## src/mcs_pkg.sv

```systemverilog
// ----------------------------------------------------------------------------
// mcs_pkg: shared types of the message chunk splitter
// Command and status groups between controller and datapath, controller
// states and fixed field widths.
// ----------------------------------------------------------------------------
package mcs_pkg;

  // fixed widths of the payload fields
  localparam int unsigned FieldBits = 40;
  localparam int unsigned IndexBits = 6;
  localparam int unsigned KibBits   = 16;
  localparam int unsigned SplitBits = 7;
  // bytes per KiB as a shift
  localparam int unsigned KibShift  = 10;
  // accumulator for count search: 64 * 65535 fits in 23 bits
  localparam int unsigned AccBits   = 23;

  // configuration register indexes
  localparam logic RegChunkSizeKib = 1'b0;
  localparam logic RegMaxSplit     = 1'b1;

  // reset values of the configuration registers
  localparam logic [KibBits-1:0]   ChunkSizeKibReset = 16'd64;
  localparam logic [SplitBits-1:0] MaxSplitReset     = 7'd16;

  typedef enum logic [1:0] {
    ST_IDLE,
    ST_COUNT,
    ST_DIVIDE,
    ST_EMIT
  } state_e;

  // commands from controller to datapath
  typedef struct packed {
    logic load;
    logic cnt_step;
    logic div_init;
    logic div_step;
    logic emit_init;
    logic emit_next;
  } cmd_t;

  // status from datapath to controller
  typedef struct packed {
    logic in_zero;
    logic cnt_done;
    logic div_done;
    logic last_chunk;
  } sts_t;

endpackage

```

## src/mcs_ctrl.sv

```systemverilog
// ----------------------------------------------------------------------------
// mcs_ctrl: sequencer of the message chunk splitter
// Walks each message through count search, division and chunk emission.
// ----------------------------------------------------------------------------
module mcs_ctrl (
  input  logic          clk_i,
  input  logic          rst_ni,
  input  logic          in_valid_i,
  output logic          in_stall_o,
  output logic          out_valid_o,
  input  logic          out_stall_i,
  input  mcs_pkg::sts_t sts_i,
  output mcs_pkg::cmd_t cmd_o
);
  import mcs_pkg::*;

  state_e state_q, state_d;

  // state register
  always_ff @(posedge clk_i or negedge rst_ni) begin
    if (!rst_ni) begin
      state_q <= ST_IDLE;
    end else begin
      state_q <= state_d;
    end
  end

  // next state and commands
  always_comb begin
    state_d     = state_q;
    cmd_o       = '0;
    in_stall_o  = 1'b1;
    out_valid_o = 1'b0;
    case (state_q)
      ST_IDLE: begin
        in_stall_o = 1'b0;
        if (in_valid_i) begin
          cmd_o.load = 1'b1;
          if (!sts_i.in_zero) begin
            state_d = ST_COUNT;
          end
        end
      end
      ST_COUNT: begin
        if (sts_i.cnt_done) begin
          cmd_o.div_init = 1'b1;
          state_d        = ST_DIVIDE;
        end else begin
          cmd_o.cnt_step = 1'b1;
        end
      end
      ST_DIVIDE: begin
        if (sts_i.div_done) begin
          cmd_o.emit_init = 1'b1;
          state_d         = ST_EMIT;
        end else begin
          cmd_o.div_step = 1'b1;
        end
      end
      ST_EMIT: begin
        out_valid_o = 1'b1;
        if (!out_stall_i) begin
          if (sts_i.last_chunk) begin
            state_d = ST_IDLE;
          end else begin
            cmd_o.emit_next = 1'b1;
          end
        end
      end
      default: begin
        state_d = ST_IDLE;
      end
    endcase
  end

endmodule

```

## src/mcs_dp.sv

```systemverilog
// ----------------------------------------------------------------------------
// mcs_dp: datapath of the message chunk splitter
// Chunk count search, bit-serial ceiling division and chunk offset walk.
// ----------------------------------------------------------------------------
module mcs_dp #(
  parameter int unsigned MAX_CHUNKS = 64,
  parameter int unsigned SIZE_BITS  = 40
) (
  input  logic                             clk_i,
  input  logic [mcs_pkg::FieldBits-1:0]    message_bytes_i,
  input  logic [mcs_pkg::KibBits-1:0]      chunk_size_kib_i,
  input  logic [mcs_pkg::SplitBits-1:0]    max_split_i,
  input  mcs_pkg::cmd_t                    cmd_i,
  output mcs_pkg::sts_t                    sts_o,
  output logic [mcs_pkg::FieldBits-1:0]    chunk_offset_o,
  output logic [mcs_pkg::FieldBits-1:0]    chunk_length_o,
  output logic [mcs_pkg::IndexBits-1:0]    chunk_index_o
);
  import mcs_pkg::*;

  // effective size width after masking to SIZE_BITS
  localparam int unsigned SW  = (SIZE_BITS < FieldBits) ? SIZE_BITS : FieldBits;
  localparam int unsigned CW  = $clog2(MAX_CHUNKS + 1);
  localparam int unsigned DcW = $clog2(SW + 1);
  localparam int unsigned S1W = SW - KibShift + 1;

  logic [SW-1:0]      size_q;
  logic [KibBits-1:0] kib_q;
  logic [CW-1:0]      cap_q;
  logic [AccBits-1:0] acc_q;
  logic [CW-1:0]      cnt_q;
  logic [SW-1:0]      quo_q;
  logic [CW-1:0]      rem_q;
  logic [DcW-1:0]     dcnt_q;
  logic [SW-1:0]      reg_q;
  logic [SW:0]        off_q;
  logic [CW-1:0]      idx_q;

  logic [SW-1:0]      in_size;
  logic [CW-1:0]      cap_in;
  logic [S1W-1:0]     size_kib;
  logic [CW:0]        rem_sh;
  logic               rem_ge;
  logic [SW:0]        size_ext;
  logic [SW:0]        reg_ext;
  logic [SW:0]        left;
  logic [SW:0]        len;
  logic [63:0]        off_wide;
  logic [63:0]        len_wide;
  logic [63:0]        idx_wide;

  // masked input size and clamped split limit
  assign in_size = message_bytes_i[SW-1:0];
  always_comb begin
    if (max_split_i == '0) begin
      cap_in = CW'(1);
    end else if (32'(max_split_i) > MAX_CHUNKS) begin
      cap_in = CW'(MAX_CHUNKS);
    end else begin
      cap_in = CW'(max_split_i);
    end
  end

  // size in KiB rounded up, so count search compares against multiples of kib
  assign size_kib = {1'b0, size_q[SW-1:KibShift]} + S1W'(|size_q[KibShift-1:0]);

  // one restoring division step with the chunk count as divisor
  assign rem_sh = {rem_q, quo_q[SW-1]};
  assign rem_ge = rem_sh >= {1'b0, cnt_q};

  // chunk length: lesser of regular size and bytes left
  assign size_ext = {1'b0, size_q};
  assign reg_ext  = {1'b0, reg_q};
  assign left     = size_ext - off_q;
  always_comb begin
    if (off_q >= size_ext) begin
      len = '0;
    end else if (reg_ext < left) begin
      len = reg_ext;
    end else begin
      len = left;
    end
  end

  // datapath registers
  always_ff @(posedge clk_i) begin
    if (cmd_i.load) begin
      size_q <= in_size;
      kib_q  <= (chunk_size_kib_i == '0) ? KibBits'(1) : chunk_size_kib_i;
      acc_q  <= (chunk_size_kib_i == '0) ? AccBits'(1) : AccBits'(chunk_size_kib_i);
      cap_q  <= cap_in;
      cnt_q  <= CW'(1);
    end
    if (cmd_i.cnt_step) begin
      acc_q <= acc_q + AccBits'(kib_q);
      cnt_q <= cnt_q + CW'(1);
    end
    if (cmd_i.div_init) begin
      quo_q  <= size_q;
      rem_q  <= '0;
      dcnt_q <= '0;
    end
    if (cmd_i.div_step) begin
      quo_q  <= {quo_q[SW-2:0], rem_ge};
      rem_q  <= rem_ge ? CW'(rem_sh - {1'b0, cnt_q}) : CW'(rem_sh);
      dcnt_q <= dcnt_q + DcW'(1);
    end
    if (cmd_i.emit_init) begin
      // ceiling of the quotient
      reg_q <= quo_q + SW'(rem_q != '0);
      off_q <= '0;
      idx_q <= '0;
    end
    if (cmd_i.emit_next) begin
      off_q <= off_q + reg_ext;
      idx_q <= idx_q + CW'(1);
    end
  end

  // status
  assign sts_o.in_zero    = (in_size == '0);
  assign sts_o.cnt_done   = (acc_q >= size_kib) || (cnt_q == cap_q);
  assign sts_o.div_done   = (dcnt_q == DcW'(SW));
  assign sts_o.last_chunk = ((idx_q + CW'(1)) == cnt_q);

  // result fields
  assign off_wide       = 64'(off_q);
  assign len_wide       = 64'(len);
  assign idx_wide       = 64'(idx_q);
  assign chunk_offset_o = off_wide[FieldBits-1:0];
  assign chunk_length_o = len_wide[FieldBits-1:0];
  assign chunk_index_o  = idx_wide[IndexBits-1:0];

endmodule

```

## src/message_chunk_splitter_top.sv

```systemverilog
// ----------------------------------------------------------------------------
// message_chunk_splitter_top: splits a message size into transfer chunks
// Configuration registers, controller and datapath.
// ----------------------------------------------------------------------------
// Usage:
//   Input channel (in_valid_i / in_stall_o) carries one message size per beat.
//   The block works on one message at a time and stalls the input until the
//   last chunk of the message has been taken.
//   Per message: a load step, a count search for the chunk count n (one
//   add and compare per candidate count), bit-serial division for the
//   regular chunk size, then one chunk beat per cycle on the output channel
//   while out_stall_i is low; a zero-sized message gives no beats.
//   Output channel (out_valid_o / out_stall_i) holds offset, length, index
//   and last stable while out_stall_i is high.
//   The APB port writes chunk_size_kib at 0x0 and max_split at 0x4; write it
//   only while the block is idle.
//   Reset clears the controller to idle and sets chunk_size_kib to 64 and
//   max_split to 16.
// ----------------------------------------------------------------------------
module message_chunk_splitter_top #(
  parameter int unsigned MAX_CHUNKS = 64,
  parameter int unsigned SIZE_BITS  = 40
) (
  input  logic                          clk_i,
  input  logic                          rst_ni,
  // input channel
  input  logic                          in_valid_i,
  output logic                          in_stall_o,
  input  logic [mcs_pkg::FieldBits-1:0] message_bytes_i,
  // output channel
  output logic                          out_valid_o,
  input  logic                          out_stall_i,
  output logic [mcs_pkg::FieldBits-1:0] chunk_offset_o,
  output logic [mcs_pkg::FieldBits-1:0] chunk_length_o,
  output logic [mcs_pkg::IndexBits-1:0] chunk_index_o,
  output logic                          last_o,
  // configuration port
  input  logic                          psel,
  input  logic                          penable,
  input  logic                          pwrite,
  input  logic [2:0]                    paddr,
  input  logic [31:0]                   pwdata,
  output logic [31:0]                   prdata,
  output logic                          pready
);
  import mcs_pkg::*;

  logic [KibBits-1:0]   chunk_size_kib_q;
  logic [SplitBits-1:0] max_split_q;
  logic                 cfg_wr;
  cmd_t                 cmd;
  sts_t                 sts;

  // configuration registers
  assign pready = 1'b1;
  assign cfg_wr = psel && penable && pwrite && pready;

  always_ff @(posedge clk_i or negedge rst_ni) begin
    if (!rst_ni) begin
      chunk_size_kib_q <= ChunkSizeKibReset;
      max_split_q      <= MaxSplitReset;
    end else if (cfg_wr) begin
      if (paddr[2] == RegChunkSizeKib) begin
        chunk_size_kib_q <= pwdata[KibBits-1:0];
      end else begin
        max_split_q <= pwdata[SplitBits-1:0];
      end
    end
  end

  // register readback
  always_comb begin
    if (paddr[2] == RegMaxSplit) begin
      prdata = {{(32 - SplitBits){1'b0}}, max_split_q};
    end else begin
      prdata = {{(32 - KibBits){1'b0}}, chunk_size_kib_q};
    end
  end

  mcs_ctrl u_ctrl (
    .clk_i       (clk_i),
    .rst_ni      (rst_ni),
    .in_valid_i  (in_valid_i),
    .in_stall_o  (in_stall_o),
    .out_valid_o (out_valid_o),
    .out_stall_i (out_stall_i),
    .sts_i       (sts),
    .cmd_o       (cmd)
  );

  mcs_dp #(
    .MAX_CHUNKS (MAX_CHUNKS),
    .SIZE_BITS  (SIZE_BITS)
  ) u_dp (
    .clk_i            (clk_i),
    .message_bytes_i  (message_bytes_i),
    .chunk_size_kib_i (chunk_size_kib_q),
    .max_split_i      (max_split_q),
    .cmd_i            (cmd),
    .sts_o            (sts),
    .chunk_offset_o   (chunk_offset_o),
    .chunk_length_o   (chunk_length_o),
    .chunk_index_o    (chunk_index_o)
  );

  assign last_o = sts.last_chunk;

  // no new message is taken while chunks are going out
  assert property (@(posedge clk_i) disable iff (!rst_ni)
    out_valid_o |-> in_stall_o)
    else $error("input accepted while emitting chunks");

  // a zero-sized message never produces a beat
  assert property (@(posedge clk_i) disable iff (!rst_ni)
    (in_valid_i && !in_stall_o && sts.in_zero) |=> !out_valid_o)
    else $error("zero-sized message produced a chunk");

  // the final chunk ends the run
  assert property (@(posedge clk_i) disable iff (!rst_ni)
    (out_valid_o && !out_stall_i && last_o) |=> !out_valid_o)
    else $error("chunk emitted after the final chunk");

  // chunk index steps by one within a run
  assert property (@(posedge clk_i) disable iff (!rst_ni)
    (out_valid_o && !out_stall_i && !last_o) |=>
      (out_valid_o && chunk_index_o == $past(chunk_index_o) + IndexBits'(1)))
    else $error("chunk index did not advance by one");

  // first chunk of a run starts at offset zero
  assert property (@(posedge clk_i) disable iff (!rst_ni)
    $rose(out_valid_o) |-> (chunk_offset_o == '0 && chunk_index_o == '0))
    else $error("run did not start at offset zero");

endmodule

```

## config.mk

```make
export PLATFORM = sky130hd
export DESIGN_NAME = message_chunk_splitter_top
export DESIGN_NICKNAME = d
export VERILOG_FILES = /design/src/mcs_pkg.sv /design/src/mcs_ctrl.sv /design/src/mcs_dp.sv /design/src/message_chunk_splitter_top.sv
export SDC_FILE = /design/constraint.sdc
export NUM_CORES = 1
export LEC_CHECK = 0
export ABC_AREA = 1
export BUFFER_PORTS_ARGS = -buffer_cell sky130_fd_sc_hd__buf_2
export CORE_MARGIN = 10
export CORE_UTILIZATION = 35
export CTS_CLUSTER_DIAMETER = 200
export CTS_CLUSTER_SIZE = 16
export DETAILED_ROUTE_END_ITERATION = 6
export PLACE_DENSITY_LB_ADDON = 0.2
export SLEW_MARGIN = 5
export SYNTH_ARGS = -nofsm -noshare
export SYNTH_HDL_FRONTEND = slang
export SYNTH_SLANG_ARGS = --single-unit
export TNS_END_PERCENT = 20
```

## constraint.sdc

```tcl
create_clock -name clk_i -period 5.5 [get_ports clk_i]
set_input_delay 0.55 -clock clk_i [delete_from_list [all_inputs] [get_ports clk_i]]
set_output_delay 0.55 -clock clk_i [all_outputs]
set_load 0.005 [all_outputs]
```

### After elaboration in Yosys (flattened, before gate mapping)

Cells that the tools add are included.

* add/subtract/negate cells: 9
* order comparisons: 5
* equality and inequality tests: 12
* muxes and demuxes: 40
* bitwise gates (word level): 1
* reductions and logical operators: 16

Operators by type and width (count)
* 40-bit two-way mux: 4
* 41-bit two-way mux: 2
* 7-bit two-way mux: 8
* 23-bit two-way mux: 2
* 41-bit by 40-bit adder with 41-bit output: 1
* 41-bit by 40-bit greater-or-equal comparator with 1-bit output: 1
* 40-bit by 41-bit less-than comparator with 1-bit output: 1
* 40-bit by 41-bit subtractor with 41-bit output: 1
* 40-bit by 1-bit adder with 40-bit output: 1
* 40-bit logical NOT: 1
* 16-bit two-way mux: 2
* 30-bit by 1-bit adder with 31-bit output: 1
* 23-bit by 31-bit greater-or-equal comparator with 1-bit output: 1
* 23-bit by 16-bit adder with 23-bit output: 1
* 16-bit logical NOT: 1
* 2-bit two-way mux: 8
* 7-bit by 1-bit adder with 7-bit output (second input constant): 2
* 7-bit equality test: 2
* 6-bit two-way mux: 2
* 2-bit != test (second input constant): 6
* 1-bit two-way mux: 11
* 10-bit OR reduction: 1
* 8-bit by 7-bit greater-or-equal comparator with 1-bit output: 1
* 2-bit case mux with 4 select lines: 1
* other kinds (16): 21

* bits in registers: 259
* bits of input ports: 82
* output and inout port bits: 122
* logic and storage cells: 98

### Longest topological paths before layout

Gate-level depths: netlist of the first run.

* word-level depth: 8
* gate-level depth with buffers: 36
* mapped depth without buffers: 35

### Cells and area by module

Synthesis of the first run repeated with hierarchy kept, for this count alone.

* cell total of the unflattened synthesis: 2727
* area total of the unflattened synthesis: 21032.7 um^2

By module, submodules not included
* mcs_dp: instances 1, cells each 2525, area each 19520.0 um^2
* message_chunk_splitter_top: instances 1, cells each 164, area each 1265.0 um^2
* mcs_ctrl: instances 1, cells each 38, area each 247.7 um^2

### Worst setup path after synthesis of the first run

Ideal clock, no wire load.

* path type: register to register
* start: register u_dp.dcnt_q[0]
* end: register u_dp.idx_q[0] (enable)
* library setup time: 0.520 ns
* arrival: 4.125 ns
* data required time: 4.980 ns
* slack: 0.855 ns
* cell stages (with the launch flop): 5
* buffers on the path: 0
* period minus slack after synthesis: 4.645 ns
* path through: edfxtp_1 > inv_1 > ha_1 > nand3_1 > o21ai_0

* word-level cells in the longest chain between the ends: 4

Ends and longest elaborated chain
* start, declared: RTL line mcs_dp.sv:34 `logic [DcW-1:0] dcnt_q;`
* start signal, assigned: RTL line mcs_dp.sv:106 `dcnt_q <= dcnt_q + DcW'(1);`
* 6-bit equality test: RTL line mcs_dp.sv:123 `assign sts_o.div_done = (dcnt_q == DcW'(SW));`
* 1-bit two-way mux: RTL line mcs_ctrl.sv:53 `if (sts_i.div_done) begin`
* 2-bit two-way mux: RTL line mcs_ctrl.sv:34 `case (state_q)`
* 2-bit nonzero test (no line)
* end signal, assigned: RTL line mcs_dp.sv:116 `idx_q <= idx_q + CW'(1);`
* end, declared: RTL line mcs_dp.sv:37 `logic [CW-1:0] idx_q;`

Every way passes these cells.
A chain may end at the register's enable or synchronous reset.

### Final worst setup path of the first run

* start: register u_dp.off_q[2]
* end: output chunk_length_o[19] (netlist bit)

* word-level cells in the longest chain between the ends: 4
* elaborated cells on any way between the ends: 5

Ends and longest elaborated chain
* start, declared: RTL line mcs_dp.sv:36 `logic [SW:0] off_q;`
* start signal, assigned: RTL line mcs_dp.sv:115 `off_q <= off_q + reg_ext;`
* 40-bit by 41-bit subtractor with 41-bit output: RTL line mcs_dp.sv:74 `assign left = size_ext - off_q;`
* 40-bit by 41-bit less-than comparator with 1-bit output: RTL line mcs_dp.sv:78 `end else if (reg_ext < left) begin`
* 40-bit two-way mux: RTL line mcs_dp.sv:78
* 40-bit two-way mux *: RTL line mcs_dp.sv:76 `if (off_q >= size_ext) begin`
* end, declared: RTL line message_chunk_splitter_top.sv:34 `output logic [mcs_pkg::FieldBits-1:0] chunk_length_o,`

Mark *: on every way between the ends. The rest lies on a longest branch, timed or not.

==> results.sh, run 1 <==
export IMPL_total_leakage_power_uw=0.0110
export IMPL_timing_critical_path_to_type="primary output"
export IMPL_synth_compound_area_share=0.117
export IMPL_crit_fanout=7
export IMPL_cpMaxStageDelayCell="sky130_fd_sc_hd__edfxtp_1"
export IMPL_clock_sinks=259
export IMPL_drt_wl_total_um=68900
export IMPL_hold_violations=0
export IMPL_initial_core_util=0.354
export IMPL_die_width_um=265
export IMPL_layout_min_cycle_time_ps=5320
export IMPL_remaining_drc_errors=0
export IMPL_n_antenna_cell=0
export IMPL_gpl_final_weighted_congestion=0.923
export IMPL_grt_start_max_net_pins=74
export IMPL_status="complete, no violations"
export IMPL_most_instantiated_cells_after_synthesis="sky130_fd_sc_hd__nand2_1, sky130_fd_sc_hd__inv_1, sky130_fd_sc_hd__nor2_1"
export IMPL_groute_usage_overall=0.185
export IMPL_io_pins=204
export IMPL_tritoncts_clock_tree="done"
export IMPL_synth_edff_count=234
export IMPL_tightest_hold_margin_ps=195
export IMPL_max_freq_mhz=188
export IMPL_min_delay_path_class="in2reg"
export IMPL_cts_path_max_buffers=3
export IMPL_cts_htree_levels=1
export IMPL_cts_buffers=20
export IMPL_routed_via_count=18400
export IMPL_syn2layout_area_growth_pct=16.4
export IMPL_layout_cell_area_non_filler_um2=24400
export IMPL_cpPeakStageDelay_ps=440
export IMPL_clkPwrFrac=0.139
export IMPL_core_area_um2=59100
export IMPL_unrepaired_setup_endpoints_after_global_routing="yes"
export IMPL_p_switching_uw=4760
export IMPL_synth_seq_area_share=0.366
export IMPL_drv_max_cap_violation_count=0
export IMPL_required_ps=4950
export IMPL_comb_pwr_share=0.538
export IMPL_number_of_antenna_violations_at_the_first_check_in_global_routing=1
export IMPL_ys_dominant_reg_cell="sky130_fd_sc_hd__edfxtp_1"
export IMPL_final_net_count=3163
export IMPL_synth_area_um2=20900
export IMPL_detailedPlace_worstSlack_ps=340
export IMPL_setup_worst_path_class="reg2out"
export IMPL_dominant_combinational_cell_family_by_area_after_synthesis="simple AND/OR/NAND/NOR gates"
export IMPL_skew_ps=25.8
export IMPL_synth_top_area_share=0.336
export IMPL_grt_pass1_vias=18000
export IMPL_postLayoutSetupSlackWorst_ps=177
export IMPL_synthesis_yosys_warnings=0
export IMPL_worst_path_most_repeated_cell="sky130_fd_sc_hd__nand2_1"
export IMPL_ys_seq_elements=259
export IMPL_power_density_cell_area_nw_per_um2=433
export IMPL_p_sw_frac=0.452
export IMPL_synth_most_common_cell="sky130_fd_sc_hd__nand2_1"
export IMPL_synth_adder_area_share=0.110
export IMPL_clock_latency_ps=550
export IMPL_floorplan_die_area_um2=70000
export IMPL_synth_xor_area_share=0.0553
export IMPL_post_route_cells_drive_above_1_share=0.171
export IMPL_cell_types_with_the_largest_area_share_after_synthesis="sky130_fd_sc_hd__edfxtp_1, sky130_fd_sc_hd__ha_1, sky130_fd_sc_hd__nand2_1"
export IMPL_placed_insts=3587
export IMPL_asyncSetResetFlopFracSynth=0.0965
export IMPL_power_internal_uw=5780
export IMPL_stdcell_count=3687
export IMPL_power_frac_seq=0.322
export IMPL_synthesis_area_per_instance_um2=7.71
export IMPL_dpl_cell_area_um2=22300
export IMPL_report_final_setup_viol=0
export IMPL_fin_crit_share=0.968
export IMPL_vdd_ir_drop_worst_mv=0.208
export IMPL_synth_largest_area_cell="sky130_fd_sc_hd__edfxtp_1"
export IMPL_grt_pass1_wl_um=101000
export IMPL_drtAntennaViolNets=0
export IMPL_yosys_mux_area_fraction=0
export IMPL_final_max_slew_violation_count=0
export IMPL_grt_overflow_total=0
export IMPL_detailedRoute_firstIterationViolations=1287
export IMPL_syn_inst=2716
export IMPL_drt_pass1_iter_count=6
export IMPL_yosys_area_share_simple=0.244
export IMPL_power_total_uw=10500
export IMPL_hpwlAfterDp_um=56000
export IMPL_wl_per_cell_um=18.7
export IMPL_port_buffer_count=168
export IMPL_critical_path_arrival_ps=4770
export IMPL_tightestPinTransition_ps=1050
export IMPL_synthDistinctLibCells=61
export IMPL_cp_start_kind="flop"
export IMPL_die_y_um=265
export IMPL_max_slew_margin=0.295
export IMPL_clock_slew_at_the_register_clock_pins_of_the_worst_setup_and_hold_paths_ps=80
export IMPL_rows=89
export IMPL_via_per_inst=5.00
export IMPL_root_buf_cell="sky130_fd_sc_hd__clkbuf_16"
-- state kept, by name, summed over array words and instances (netlist names) --
name,cells
u_dp.cap_q,7
u_dp.acc_q,23
u_dp.kib_q,16
u_dp.reg_q,40
u_dp.cnt_q,7
u_ctrl.state_q,2
u_dp.off_q,41
u_dp.idx_q,7
u_dp.rem_q,7
u_dp.size_q,40
chunk_size_kib_q,16
max_split_q,7
u_dp.quo_q,40
u_dp.dcnt_q,6
-- logic make-up after synthesis --
| logic type | count (synthesis) |
|---|---|
| and+or+nand+nor | 1182 |
| adders and majority gates | 181 |
| buffers and inverters | 521 |
| AOI/OAI and AO/OA | 441 |
| DFF | 259 |
| xor gates and xnor gates | 130 |
| other | 2 |
-- layout by cell type (no fill, tap or decap), drive strengths merged, types with 2 or more instances in the layout --
cell type,count
xnor2,31
nor2,328
ha,177
nand3,102
a21oi,177
dfrtp,23
conb,17
nor4,31
or2,17
fa,4
a221oi,2
a211oi,3
o21bai,14
nor3b,20
o211ai,7
nor3,50
a31oi,19
o22ai,3
inv,403
and3,5
a21boi,11
a21o,22
edfxtp,234
clkinv,3
o221ai,2
o21a,9
buf,260
clkbuf,37
o21ai,166
xor2,99
dfstp,2
nand3b,4
nand4,43
nand2,579
-- path summary, 6_finish.rpt --
kind	startpoint	endpoint	slack, ps	depth (start not counted)
setup / recovery	u_dp.off_q[2]	chunk_length_o[19]	180	34
hold / removal	message_bytes_i[5]	u_dp.size_q[5]	190	1
setup reg to reg	u_dp.size_q[6]	u_dp.acc_q[15]	900	21
hold reg to reg	chunk_size_kib_q[10]	u_dp.kib_q[10]	490	0
max in group asynchronous	rst_ni	chunk_size_kib_q[2]	4540	2
min in group asynchronous	rst_ni	chunk_size_kib_q[9]	540	2
-- area by class of cell --
| class | instances | area (um2) |
|---|---|---|
| clock buffer | 34 | 553 |
| clock inverter | 2 | 32.5 |
| fill | 5967 | 34800 |
| inverter | 404 | 1520 |
| multi-input combinational | 1951 | 12000 |
| sequential | 259 | 7650 |
| tap | 773 | 967 |
| timing repair buffer | 264 | 1680 |
-- what timing repair did --
item / CTS / global route
buffers inserted: 23 / 35
gates resized for setup: 30 / 184
hold buffers: 1 / 0
hold endpoints to repair: 1 / 0
endpoints found under the setup margin: 40 / 40
cloned: 0 / 5
pin swaps: 3 / 45
-- power groups by stage --
| stage | Clock (uW) | Sequential [uW] | Combinational [uW] |
|---|---|---|---|
| after floorplan | 0 | 3240 | 3610 |
| after global placement | 0 | 3420 | 4810 |
| after detailed placement | 0 | 3430 | 4900 |
| after CTS | 1520 | 3390 | 5120 |
| after global routing | 1580 | 3460 | 6370 |
| final | 1470 | 3400 | 5670 |
-- stage by stage --
stage                     setup TNS, ps   util
after floorplan                       0      -
after global placement                0  0.378
after detailed placement              0  0.378
after CTS                         -24.2  0.392
after global routing              -3220  0.412
final                                 0  0.412
-- routing by layer --
metal / part of all wire / wire [um] / vias up / track usage
li1: - / - / 9305 / -
met1: 0.44 / 30300 / 8640 / 0.231
met2: 0.48 / 32900 / 392 / 0.320
met3: 0.046 / 3190 / 96 / 0.0276
met4: 0.037 / 2520 / 2 / 0.0665
met5: 0.00016 / 11 / - / 0
-- critical path, delay by kind of cell (launching register included) --
kind                       cells  cell delay (ps)
AOI/OAI and AO/OA              4              640
adders and majority gates      2              520
buffers and inverters          6              760
and+or+nand+nor               21             1660
DFF                            1              440
xor gates and xnor gates       1              210
Note: power is estimated with default switching activity, not from simulation.
==> run 2: changes to the inputs <==
--- a/config.mk
+++ b/config.mk
@@ -14,2 +14,3 @@
 export DETAILED_ROUTE_END_ITERATION = 6
+export MAX_ROUTING_LAYER = met4
 export PLACE_DENSITY_LB_ADDON = 0.2
@@ -19,2 +20,2 @@
 export SYNTH_SLANG_ARGS = --single-unit
-export TNS_END_PERCENT = 20
+export TNS_END_PERCENT = 50
==> constraint.sdc (replaced) <==
create_clock -name clk_i -period 5.5 [get_ports clk_i]
set_input_delay 0 -clock clk_i [delete_from_list [all_inputs] [get_ports clk_i]]
set_output_delay 0 -clock clk_i [all_outputs]
set_load 0.005 [all_outputs]
==> run 2 against run 1 <==
Against the previous run:
- clock skew is 7.9 ps higher
- cell count down 0.33%
- combinational power down 11%
- setup slack better by 260 ps
- critical path type unchanged
- critical endpoint is now chunk_length_o[7]
- highest routed layer is now met4
==> results.sh, run 2 (synthesized netlist as in run 1, its figures left out) <==
export IMPL_drtAntennaViolNets=0
export IMPL_detailedRoute_firstIterationViolations=1045
export IMPL_cpMaxStageDelayCell="sky130_fd_sc_hd__fa_2"
export IMPL_setup_tns_ps=0
export IMPL_setup_worst_path_class="reg2out"
export IMPL_routed_via_count=18400
export IMPL_largest_register="u_dp.off_q"
export IMPL_post_route_cells_drive_above_1_share=0.0996
export IMPL_layout_cell_area_non_filler_um2=23600
export IMPL_drv_max_cap_violation_count=0
export IMPL_io_pins=204
export IMPL_power_density_cell_area_nw_per_um2=420
export IMPL_drt_wl_total_um=69100
export IMPL_detailedPlace_worstSlack_ps=503
export IMPL_final_max_slew_violation_count=0
export IMPL_floorplan_die_area_um2=70000
export IMPL_total_leakage_power_uw=0.0108
export IMPL_grt_overflow_total=0
export IMPL_root_buf_cell="sky130_fd_sc_hd__clkbuf_16"
export IMPL_placed_insts=3571
export IMPL_postLayoutSetupSlackWorst_ps=438
export IMPL_port_buffer_count=168
export IMPL_tritoncts_clock_tree="done"
export IMPL_layout_min_cycle_time_ps=5060
export IMPL_via_per_inst=5.02
export IMPL_status="complete, no violations"
export IMPL_clock_slew_at_the_register_clock_pins_of_the_worst_setup_and_hold_paths_ps=80
export IMPL_hold_violations=0
export IMPL_groute_usage_overall=0.197
export IMPL_dpl_cell_area_um2=22200
export IMPL_stdcell_count=3675
export IMPL_cts_path_max_buffers=3
export IMPL_gpl_final_weighted_congestion=0.931
export IMPL_rows=89
export IMPL_final_net_count=3151
export IMPL_tightestPinTransition_ps=1120
export IMPL_hpwlAfterDp_um=56900
export IMPL_clock_latency_ps=550
export IMPL_required_ps=5500
export IMPL_core_area_um2=59100
export IMPL_wl_per_cell_um=18.8
export IMPL_skew_ps=33.7
export IMPL_grt_start_max_net_pins=74
export IMPL_remaining_drc_errors=0
export IMPL_grt_pass1_vias=18400
export IMPL_final_common_cell="sky130_fd_sc_hd__nand2_1"
export IMPL_crit_fanout=12
export IMPL_timing_critical_path_to_type="primary output"
export IMPL_initial_core_util=0.354
export IMPL_tightest_hold_margin_ps=133
export IMPL_cpPeakStageDelay_ps=400
export IMPL_drt_pass1_iter_count=5
export IMPL_grt_pass1_wl_um=105000
export IMPL_min_delay_path_class="in2reg"
export IMPL_final_cell_mix="sky130_fd_sc_hd__nand2_1, sky130_fd_sc_hd__inv_1, sky130_fd_sc_hd__nor2_1"
export IMPL_worst_path_most_repeated_cell="sky130_fd_sc_hd__nand2_1"
export IMPL_die_y_um=265
export IMPL_cts_buffers=20
export IMPL_fin_crit_share=0.920
export IMPL_max_freq_mhz=198
export IMPL_cp_start_kind="flop"
export IMPL_n_antenna_cell=0
export IMPL_die_width_um=265
export IMPL_largest_register_ff_count=41
export IMPL_syn2layout_area_growth_pct=12.7
export IMPL_max_slew_margin=0.251
export IMPL_cts_htree_levels=1
export IMPL_number_of_antenna_violations_at_the_first_check_in_global_routing=0
export IMPL_report_final_setup_viol=0
export IMPL_critical_path_arrival_ps=5060
export IMPL_clock_sinks=259
export IMPL_vdd_ir_drop_worst_mv=0.205
[run 2: changes by cell type in the layout (fill, tap and decap cells not counted), moves of 21 or more]
cell                            delta
sky130_fd_sc_hd__nor2_1           +32
sky130_fd_sc_hd__nand2_2          -31
sky130_fd_sc_hd__nand2_1          +43
sky130_fd_sc_hd__nor2_2           -21
sky130_fd_sc_hd__dlygate4sd3_1    +59
sky130_fd_sc_hd__buf_4            -66
sky130_fd_sc_hd__ha_1             +22
[run 2: worst max-delay path, delay by kind of cell (launching register included)]
family	cells	cell delay (ps)
buf+inv	5	680
fa+ha+maj	3	830
flops	1	390
simple gates	24	2030
compound gates	2	370
xor+xnor	1	190
[run 2: per-layer routing]
metal | global-route usage | vias to the layer above | part of all wire
li1 | - | 9270 | -
met1 | 0.244 | 8647 | 0.45
met2 | 0.330 | 427 | 0.47
met3 | 0.0180 | 103 | 0.039
met4 | 0.0750 | 0 | 0.040
met5 | - | - | 0
[run 2: per-stage QoR]
stage | power (uW) | util
after floorplan | 6850 | -
after global placement | 8220 | 0.375
after detailed placement | 8330 | 0.375
after CTS | 9870 | 0.396
after global routing | 10800 | 0.399
final | 9900 | 0.399
[run 2: layout make-up]
class	count	area [um2]
fill	6103	35500
multi-input combinational	1951	11200
sequential	259	7650
timing repair buffer	252	1680
inverter	404	1520
tap	773	967
clock buffer	34	553
clock inverter	2	32.5
[run 2: timing repair]
action | in CTS | in global routing
gates resized for setup | 2 | 23
endpoints found under the setup margin | 30 | 40
buffers inserted | 2 | 5
endpoints found under the hold margin | 90 | 0
hold buffers | 61 | 0
pin swaps | 2 | 4
cloned | 0 | 0
[run 2: worst paths after layout]
check                                     start                    to  slack [ps]  cells past startpoint
max                              u_dp.size_q[0]     chunk_length_o[7]         440                     35
max in group asynchronous                rst_ni  chunk_size_kib_q[13]        4770                      4
min reg2reg                chunk_size_kib_q[12]        u_dp.kib_q[12]         480                      0
min in group asynchronous                rst_ni        max_split_q[1]         580                      4
max reg2reg                      u_dp.size_q[6]        u_dp.acc_q[15]         930                     22
min                                     penable        max_split_q[4]         130                      5
[run 2: where the power goes]
| part | internal [uW] | switching (uW) |
|---|---|---|
| Sequential | 2900 | 505 |
| Clock | 696 | 770 |
| Combinational | 1790 | 3250 |
==> run 3: changes to the inputs <==
CORE_UTILIZATION = 31   (was 35)
==> run 3 against run 2 <==
Against the previous run:
- clock power about the same
- flip-flop and latch count stayed put
- die area is 12% higher
- clock skew fell by 7.6 ps
- global-route usage is 1.6 points lower
- utilization fell by 4.4 points
- sequential power about the same
- routed wire length up 3.2%
- critical endpoint is now chunk_length_o[20]
- largest cell class unchanged
- largest power group unchanged
==> results.sh, run 3 (synthesized netlist as in run 1, its figures left out) <==
export IMPL_status="complete, no violations"
export IMPL_post_route_cells_drive_above_1_share=0.103
export IMPL_comb_pwr_share=0.514
export IMPL_required_ps=5500
export IMPL_placed_insts=3673
export IMPL_largest_register_ff_count=41
export IMPL_worst_path_most_repeated_cell="sky130_fd_sc_hd__nand2_1"
export IMPL_skew_ps=26.1
export IMPL_final_common_cell="sky130_fd_sc_hd__nand2_1"
export IMPL_critPathBufInv=3
export IMPL_die_y_um=280
export IMPL_tritoncts_clock_tree="done"
export IMPL_gpl_final_weighted_congestion=0.911
export IMPL_port_buffer_count=168
export IMPL_number_of_antenna_violations_at_the_first_check_in_global_routing=0
export IMPL_fin_crit_share=0.951
export IMPL_grt_pass1_vias=18700
export IMPL_power_density_cell_area_nw_per_um2=422
export IMPL_timing_reg2reg_setup_slack_ps=1090
export IMPL_cts_buffers=20
export IMPL_cpPeakStageDelay_ps=580
export IMPL_power_total_uw=10000
export IMPL_rows=95
export IMPL_routed_via_count=18400
export IMPL_hpwlAfterDp_um=58100
export IMPL_floorplan_die_area_um2=78300
export IMPL_critical_path_cell_chain="ha_1 -> nand2_1 -> nor2_1 -> nand2_1 -> nor3_1 -> o21ai_0 -> nand3_1 -> nand2_1 -> nand2_1 -> inv_1 -> ha_1 -> a21oi_1 -> nor3_1 -> a211oi_1 -> nand2_1 -> nand2_1 -> nand2_1 -> nand2_1 -> nand2_4 -> nand2_8 -> clkbuf_16 -> nor2_1 -> nor2_1 -> buf_2"
export IMPL_vdd_ir_drop_worst_mv=0.199
export IMPL_final_max_slew_violation_count=0
export IMPL_cts_path_max_buffers=3
export IMPL_final_cell_mix="sky130_fd_sc_hd__nand2_1, sky130_fd_sc_hd__inv_1, sky130_fd_sc_hd__nor2_1"
export IMPL_grt_overflow_total=0
export IMPL_gate_family_responsible_for_the_most_delay_along_the_worst_path="simple AND/OR/NAND/NOR gates"
export IMPL_clock_slew_at_the_register_clock_pins_of_the_worst_setup_and_hold_paths_ps=70
export IMPL_crit_reg2reg_capture="u_dp.acc_q[2]"
export IMPL_final_core_occ=0.355
export IMPL_cp_start_kind="flop"
export IMPL_power_frac_seq=0.339
export IMPL_max_freq_mhz=191
export IMPL_power_internal_uw=5430
export IMPL_detailedRoute_firstIterationViolations=1092
export IMPL_grt_start_max_net_pins=74
export IMPL_tightestPinTransition_ps=1320
export IMPL_p_switching_uw=4610
export IMPL_p_sw_frac=0.459
export IMPL_clkPwrFrac=0.147
export IMPL_io_pins=204
export IMPL_remaining_drc_errors=0
export IMPL_via_per_inst=4.88
export IMPL_drtAntennaViolNets=0
export IMPL_worst_min_path_start="penable"
export IMPL_root_buf_cell="sky130_fd_sc_hd__clkbuf_16"
export IMPL_wl_per_cell_um=18.8
export IMPL_drt_pass1_iter_count=5
export IMPL_timing_critical_path_to_type="primary output"
export IMPL_syn2layout_area_growth_pct=13.7
export IMPL_crit_fanout=15
export IMPL_setup_worst_path_class="reg2out"
export IMPL_die_width_um=280
export IMPL_max_slew_margin=0.110
export IMPL_tightest_hold_margin_ps=107
export IMPL_final_net_count=3159
export IMPL_critical_path_arrival_ps=5230
export IMPL_r2r_start="u_dp.size_q[6]"
export IMPL_total_leakage_power_uw=0.0108
export IMPL_drt_wl_total_um=71300
export IMPL_core_area_um2=67000
export IMPL_report_final_setup_viol=0
export IMPL_clock_sinks=259
export IMPL_layout_min_cycle_time_ps=5230
export IMPL_postLayoutSetupSlackWorst_ps=268
export IMPL_hold_depth=5
export IMPL_min_delay_path_class="in2reg"
export IMPL_worstRegToRegCells=22
export IMPL_hold_violations=0
export IMPL_stdcell_count=3783
export IMPL_min_to="max_split_q[4]"
export IMPL_detailedPlace_worstSlack_ps=140
export IMPL_clock_latency_ps=550
export IMPL_drv_max_cap_violation_count=0
export IMPL_n_antenna_cell=0
export IMPL_cpMaxStageDelayCell="sky130_fd_sc_hd__edfxtp_1"
export IMPL_groute_usage_overall=0.181
export IMPL_initial_core_util=0.312
export IMPL_cts_htree_levels=1
export IMPL_largest_register="u_dp.off_q"
export IMPL_grt_pass1_wl_um=108000
[run 3: changes by cell type in the layout (fill, tap and decap cells not counted), moves of 3 or more]
cell	before	now
sky130_fd_sc_hd__nand2_1	569	566
sky130_fd_sc_hd__ha_1	177	174
sky130_fd_sc_hd__xor2_1	94	98
sky130_fd_sc_hd__xor2_2	4	0
sky130_fd_sc_hd__buf_12	4	1
sky130_fd_sc_hd__buf_4	19	25
[run 3: worst register-to-register path, stage by stage (launching register included)]
cell and delay [ps]:
sky130_fd_sc_hd__edfxtp_1 490, sky130_fd_sc_hd__nor4_1 100, sky130_fd_sc_hd__nand3_1 150, sky130_fd_sc_hd__ha_1 220, sky130_fd_sc_hd__nand3_1 160, sky130_fd_sc_hd__nor2_4 190
sky130_fd_sc_hd__nand2_1 150, sky130_fd_sc_hd__nor3_4 260, sky130_fd_sc_hd__inv_1 130, sky130_fd_sc_hd__nor3_1 230, sky130_fd_sc_hd__xor2_1 170, sky130_fd_sc_hd__inv_1 60
sky130_fd_sc_hd__ha_1 270, sky130_fd_sc_hd__nand2_1 60, sky130_fd_sc_hd__inv_1 70, sky130_fd_sc_hd__nand3_1 80, sky130_fd_sc_hd__nor3_1 220, sky130_fd_sc_hd__a41oi_1 150
sky130_fd_sc_hd__nand3_1 130, sky130_fd_sc_hd__nand3_2 160, sky130_fd_sc_hd__nand3_4 190, sky130_fd_sc_hd__buf_4 380, sky130_fd_sc_hd__o21ai_0 140
[run 3: final cells by class]
cell class | instances | area, um2
multi-input cells | 1951 | 11200
fillers | 7161 | 43200
clock buffers | 34 | 553
repair buffers | 260 | 1760
flip-flops and latches | 259 | 7650
clock inverters | 2 | 32.5
well taps | 873 | 1090
inverters | 404 | 1520
[run 3: per-stage QoR]
| step | cell area (um2) | setup TNS [ps] |
|---|---|---|
| final | 23800 | 0 |
| after global routing | 23800 | -9.11 |
| after CTS | 23600 | 0 |
| after detailed placement | 22400 | 0 |
| after global placement | 22400 | 0 |
| after floorplan | 21000 | 0 |
[run 3: what timing repair did]
action | in CTS | in global routing
hold endpoints to repair | 90 | 0
setup buffers | 3 | 6
pin swaps | 1 | 6
cloned | 0 | 4
hold buffers | 61 | 0
resized for setup | 5 | 21
endpoints found under the setup margin | 40 | 40
[run 3: power by group through the flow]
stage	clock network, uW	registers [uW]	logic (uW)
3_5_place_dp	0	3450	4920
4_1_cts	1530	3410	5020
2_1_floorplan	0	3240	3610
5_1_grt	1600	3480	5870
3_3_place_gp	0	3440	4840
6_report	1470	3410	5160
[run 3: metal layers]
metal	wire length, um	part of all wire	global-route usage	vias up
li1	-	-	-	9305
met1	32100	0.45	0.224	8643
met2	34500	0.48	0.310	404
met3	2410	0.034	0.0151	93
met4	2290	0.032	0.0535	0
met5	0	0	-	-
[run 3: worst max-delay path by stage]
stage / to / cells past startpoint / slack (ps) / from
3_3_place_gp: chunk_length_o[17] / 32 / 140 / u_dp.off_q[2]
2_1_floorplan: u_dp.idx_q[0] / 4 / 850 / u_dp.dcnt_q[0]
6_report: chunk_length_o[20] / 24 / 270 / u_dp.size_q[33]
3_5_place_dp: chunk_length_o[26] / 32 / 140 / u_dp.size_q[2]
5_1_grt: chunk_length_o[16] / 36 / -7 / u_dp.off_q[5]
4_1_cts: chunk_length_o[26] / 33 / 30 / u_dp.off_q[2]
